**src/rtl/core/extent_map_read_splitter_top_assert.svh**
```systemverilog
// Assertion macros for the extent map read splitter
`ifndef EXTENT_MAP_READ_SPLITTER_TOP_ASSERT_SVH
`define EXTENT_MAP_READ_SPLITTER_TOP_ASSERT_SVH
// implication checked on every rising clock edge outside reset
`define EMRS_ASSERT_IMP(lbl, ante, cons) \
    lbl: assert property (@(posedge clk) disable iff (!rst_n) (ante) |-> (cons)) \
        else $error("assertion failed");
// next-cycle implication
`define EMRS_ASSERT_NXT(lbl, ante, cons) \
    lbl: assert property (@(posedge clk) disable iff (!rst_n) (ante) |=> (cons)) \
        else $error("assertion failed");
`endif

```
**src/rtl/core/emrs_ram.sv**
```systemverilog
// Generic single-port-write, single-read RAM with registered read data
module emrs_ram #(
    parameter int unsigned WIDTH = 8,
    parameter int unsigned DEPTH = 16
) (
    input  logic                     clk,
    input  logic                     we,
    input  logic [$clog2(DEPTH)-1:0] waddr,
    input  logic [WIDTH-1:0]         wdata,
    input  logic [$clog2(DEPTH)-1:0] raddr,
    output logic [WIDTH-1:0]         rdata
);
    logic [WIDTH-1:0] mem [DEPTH];

    always_ff @(posedge clk)
    begin
        if (we)
        begin
            mem[waddr] <= wdata;
        end
        rdata <= mem[raddr];
    end
endmodule

```
**config.mk**
```make
export PLATFORM = sky130hd
export DESIGN_NAME = emrs_ram
export DESIGN_NICKNAME = d
export VERILOG_FILES = /design/src/rtl/core/extent_map_read_splitter_top_assert.svh /design/src/rtl/core/emrs_ram.sv
export SDC_FILE = /design/constraint.sdc
export NUM_CORES = 1
export LEC_CHECK = 0
export BUFFER_PORTS_ARGS = -buffer_cell sky130_fd_sc_hd__buf_2
export CAP_MARGIN = 20
export CORE_MARGIN = 3
export CORE_UTILIZATION = 60
export DETAILED_ROUTE_END_ITERATION = 12
export GPL_TIMING_DRIVEN = 0
export PLACE_DENSITY = 0.78
export SKIP_CTS_REPAIR_TIMING = 1
export SYNTH_ARGS = -nofsm -noshare
export SYNTH_HDL_FRONTEND = slang
export SYNTH_SLANG_ARGS = --single-unit
```
**constraint.sdc**
```tcl
create_clock -name clk -period 1.8 [get_ports clk]
set_input_delay 0.18 -clock clk [delete_from_list [all_inputs] [get_ports clk]]
set_output_delay 0.18 -clock clk [all_outputs]
set_load 0.05 [all_outputs]
```
==> results.py, run 1 <==
metrics = {
    "status": {
        "outcome": "finished clean",
    },
    "floorplan": {
        "rows": 33,
        "core-area_um2": 8260,
        "start_util": 0.623,
        "dieArea_um2": 9730,
        "io_pins": 26,
        "dieWidth_um": 98.6,
        "die_h_um": 98.6,
    },
    "yosys": {
        "yosysUniqueCellTypes": 19,
        "synth_cells": 229,
        "yosys_warnings": 0,
        "ys_seq_area_frac": 0.778,
        "synth_top_cell_by_area": "edfxtp_1",
        "syn_area_per_cell_um2": 22.5,
        "synth_fp_nets": 247,
        "syn-cell-area_um2": 5150,
        "ys_seq_elements": 136,
        "synthDominantCellAreaShare": 0.747,
        "ys_top_cells_by_area": "edfxtp_1, mux4_2, mux4_1, dfxtp_1, a22oi_1",
    },
    "timing": {
        "holdWs_ps": 73.0,
        "rsz0062_at_grt": "false",
        "finalMaxSlewViolations": 0,
        "fin_tns_setup_ps": 0,
        "worst_slack_ps": 377,
        "skew_ps": 7.28,
        "fmax_ghz": 0.703,
        "max-slew-margin-rel": 0.439,
        "hold_violations": 0,
        "setup_viol": 0,
        "period_needed_ps": 1420,
        "min_period_over_period": 0.790,
        "tightest_slew_ps": 835,
    },
    "worst_setup_path": {
        "worstReg2RegEnd": "rdata[3]",
        "reg2reg_depth": 3,
        "worst_setup_path_end_kind": "flip-flop",
        "rrSetupSlack_ps": 380,
        "cp_cell_sequence": "mux4_1, a22oi_1, nand2_1",
        "crit_path_start_kind": "flip-flop",
        "slowest_delay_ps": 530,
        "rr_startpoint": "mem[0][3]",
        "worst-path-buf-inv": 0,
        "crit_slowest_cell": "mux4_1",
        "worst_ep_required_time_ps": 2190,
        "critical_path_class": "reg2reg",
        "arrival_ps": 1810,
        "cp_top_family": "multiplexers",
        "critPathMaxFanout": 1,
    },
    "final_layout": {
        "final_common_cell": "edfxtp_1",
        "stdcell_count": 394,
        "area_delta_synth_final_pct": 17.1,
        "n_antenna_cell": 0,
        "layout_common_cells": "edfxtp_1, buf_2, mux4_2",
        "fin_area_um2": 6030,
        "fin_nets": 294,
        "drive_gt1_frac": 0.298,
    },
    "place": {
        "dp_worst_setup_slack_ps": -65.3,
        "gp_congestion": 0.714,
        "post_dp_cell_area_um2": 5420,
        "portBuffers": 24,
        "dp.cells": 361,
        "dpl.hpwl_um": 5800,
    },
    "clock_network": {
        "cts_tree": "yes",
        "clk_pin_slew_ps": 60,
        "clkLatencyLatePin_ps": 510,
        "cts_max_level": 4,
        "cts_root_buffer": "clkbuf_8",
        "cts_sinks": 136,
        "cts_buffers": 17,
        "cts_buffer_depth": 2,
    },
    "detailed_routing": {
        "wl_um": 10000,
        "wire_per_inst_um": 25.5,
        "ant_nets": 0,
        "drt_iter0_drc": 253,
        "route.detailed.drc": 0,
        "drtPass1Iterations": 6,
        "viasPerCell": 6.28,
        "vias": 2476,
    },
    "hold_path": {
        "holdPathEnd": "mem[2][0]",
        "min_from": "wdata[0]",
        "hp-class": "in2reg",
        "min_path_cells": 1,
    },
    "global_route": {
        "grt_first_pass_wirelength_um": 15600,
        "first_global_vias": 2619,
        "grt_usage": 0.227,
        "grt_start_max_net_pins": 17,
        "overflow": 0,
        "antenna_found_initial": 0,
    },
    "flow_run": {
        "drv_cap": 0,
    },
    "power": {
        "power.density_nw_per_um2": 1230,
        "leakage_nw": 2.05,
        "vdd_drop_max_mv": 0.681,
    },
}
## sequential cells by signal (all words and copies together), names as in the netlist
signal / cells
mem: 128
rdata: 8
## where the power goes
part | internal (mW) | switching [mW] | total, mW | leakage, nW
Combinational | 0.142 | 0.266 | 0.409 | 0.536
Clock | 2.25 | 1.22 | 3.47 | 0.289
Sequential | 3.54 | 0.0189 | 3.56 | 1.22
## worst reg2reg max path, stage by stage, from the launching register on
cell      delay (ps)
edfxtp_1         400
mux4_1           530
a22oi_1          280
nand2_1          100
## kinds of logic after synthesis
logic type,synth area share
flops,0.778
simple gates,0.0318
mux,0.150
compound gates,0.0233
buf+inv,0.0168
## layout make-up
class | count | area, um^2
tap | 105 | 131
fill | 462 | 2230
sequential | 136 | 4000
buffer | 10 | 86.3
clock inverter | 12 | 176
timing repair buffer | 28 | 145
clock buffer | 20 | 425
multi-input combinational | 83 | 1060
## stage by stage
step            util  power, mW
2_1_floorplan      -       3.88
3_3_place_gp   0.654       4.01
3_5_place_dp   0.656       4.03
4_1_cts        0.729       7.46
5_1_grt        0.730       7.65
6_report       0.730       7.44
## routing by layer
layer / share of wire / global-route usage
met5: 0 / 0
met1: 0.41 / 0.313
met4: 0.030 / 0.105
met2: 0.49 / 0.348
met3: 0.073 / 0.0566
## Yosys cell counts
cell	count
a22oi_1	16
and2_1	1
and2b_1	1
buf_2	3
buf_4	1
buf_6	3
clkdlybuf4s25_2	3
dfxtp_1	8
edfxtp_1	128
mux4_1	14
mux4_2	18
nand2_1	9
nand2b_1	2
nand3_1	1
nand3b_1	2
nor2_1	13
nor2b_1	1
nor3_1	4
or3b_2	1
## worst max path at each step
stage,from,end,slack [ps],depth (start not counted)
3_5_place_dp,waddr[3],mem[4][7],-70,3
6_report,mem[0][3],rdata[3],380,3
2_1_floorplan,waddr[2],mem[0][0],130,2
3_3_place_gp,waddr[2],mem[0][7],-410,3
5_1_grt,mem[0][3],rdata[3],300,3
4_1_cts,mem[0][3],rdata[3],360,3
(Power assumes the default switching activity.)
==> inputs of run 2 (changes only) <==
==> constraint.sdc (replaced) <==
create_clock -name clk -period 1.4 [get_ports clk]
set_input_delay 0.14 -clock clk [delete_from_list [all_inputs] [get_ports clk]]
set_output_delay 0.14 -clock clk [all_outputs]
set_load 0.05 [all_outputs]
==> results.py, run 2 (synthesized netlist as in run 1, its figures left out) <==
metrics = {
    "global_route": {
        "grt_start_max_net_pins": 17,
        "antenna_found_initial": 0,
        "overflow": 0,
        "first_global_vias": 2478,
        "grt_first_pass_wirelength_um": 15400,
        "grt_usage": 0.231,
    },
    "floorplan": {
        "dieWidth_um": 98.6,
        "die_h_um": 98.6,
        "rows": 33,
        "dieArea_um2": 9730,
        "io_pins": 26,
        "core-area_um2": 8260,
        "start_util": 0.623,
    },
    "worst_setup_path": {
        "critical_path_class": "reg2reg",
        "worst_ep_required_time_ps": 1800,
        "crit_path_start_kind": "flip-flop",
        "worst-path-buf-inv": 0,
        "crit_slowest_cell": "mux4_2",
        "cp_cell_sequence": "mux4_2, a22oi_1, nand2_1",
        "cp_top_family": "multiplexers",
        "rr_startpoint": "mem[7][7]",
        "startpoint": "mem[7][7]",
        "slowest_delay_ps": 530,
        "critPathMaxFanout": 1,
        "worst_setup_path_end_kind": "flip-flop",
        "arrival_ps": 1780,
    },
    "clock_network": {
        "cts_buffers": 17,
        "cts_sinks": 136,
        "clkLatencyLatePin_ps": 520,
        "cts_root_buffer": "clkbuf_8",
        "cts_tree": "yes",
        "clk_pin_slew_ps": 60,
        "cts_max_level": 4,
        "cts_buffer_depth": 2,
    },
    "timing": {
        "hold_violations": 0,
        "tightest_slew_ps": 802,
        "worst_slack_ps": 13.2,
        "holdWs_ps": 14.7,
        "skew_ps": 5.32,
        "fmax_ghz": 0.721,
        "setup_viol": 0,
        "finalMaxSlewViolations": 0,
        "period_needed_ps": 1390,
        "min_period_over_period": 0.991,
        "rsz0062_at_grt": "false",
        "max-slew-margin-rel": 0.464,
        "fin_tns_setup_ps": 0,
    },
    "place": {
        "dp_worst_setup_slack_ps": -399,
        "gp_congestion": 0.713,
        "post_dp_cell_area_um2": 5420,
        "dp.cells": 360,
        "dpl.hpwl_um": 6090,
        "portBuffers": 24,
    },
    "detailed_routing": {
        "route.detailed.drc": 0,
        "ant_nets": 0,
        "drtPass1Iterations": 5,
        "wl_um": 10400,
        "drt_iter0_drc": 221,
        "viasPerCell": 6.50,
        "wire_per_inst_um": 26.5,
        "vias": 2553,
    },
    "power": {
        "power.density_nw_per_um2": 1660,
        "totalPowerFinal_mw": 10.2,
        "vdd_drop_max_mv": 0.998,
        "leakage_nw": 2.08,
    },
    "final_layout": {
        "layout_common_cells": "edfxtp_1, buf_2, mux4_2",
        "fin_util": 0.743,
        "regMostFlops": "mem",
        "final_common_cell": "edfxtp_1",
        "area_delta_synth_final_pct": 19.2,
        "reg.largest.list": "mem (128), rdata (8)",
        "drive_gt1_frac": 0.330,
        "fin_nets": 293,
        "fill_cells": 442,
        "fin_area_um2": 6130,
        "largest_register_ffs": 128,
        "n_antenna_cell": 0,
        "stdcell_count": 393,
    },
    "status": {
        "outcome": "finished clean",
    },
    "hold_path": {
        "hp-class": "in2reg",
        "min_from": "wdata[5]",
    },
    "flow_run": {
        "drv_cap": 0,
    },
}
-- run 2: metal layers --
metal / GRT usage / wire [um] / up-vias
li1: - / - / 1066
met1: 0.342 / 4240 / 1321
met2: 0.342 / 5140 / 149
met3: 0.0517 / 851 / 17
met4: 0.0935 / 199 / 0
met5: 0 / 0 / -
-- run 2: final timing paths --
| kind | end | slack (ps) | cells past startpoint |
|---|---|---|---|
| max | rdata[7] | 10 | 3 |
| min | mem[4][5] | 10 | 1 |
| max reg2reg | rdata[7] | 10 | 3 |
| min reg2reg | rdata[0] | 690 | 3 |
-- run 2: cell type report --
type                       instances  area [um^2]  share of cell area
sequential                       136         4000               0.653
clock buffer                      19          432              0.0704
clock inverter                    13          249              0.0406
multi-input combinational         83         1090               0.177
buffer                            10         86.3              0.0141
timing repair buffer              27          143              0.0233
tap                              105          131              0.0214
-- run 2: where the power goes --
part | switching [mW] | internal [mW] | leakage, nW
registers | 0.0244 | 4.55 | 1.22
clock network | 1.61 | 3.47 | 0.328
logic | 0.356 | 0.188 | 0.530
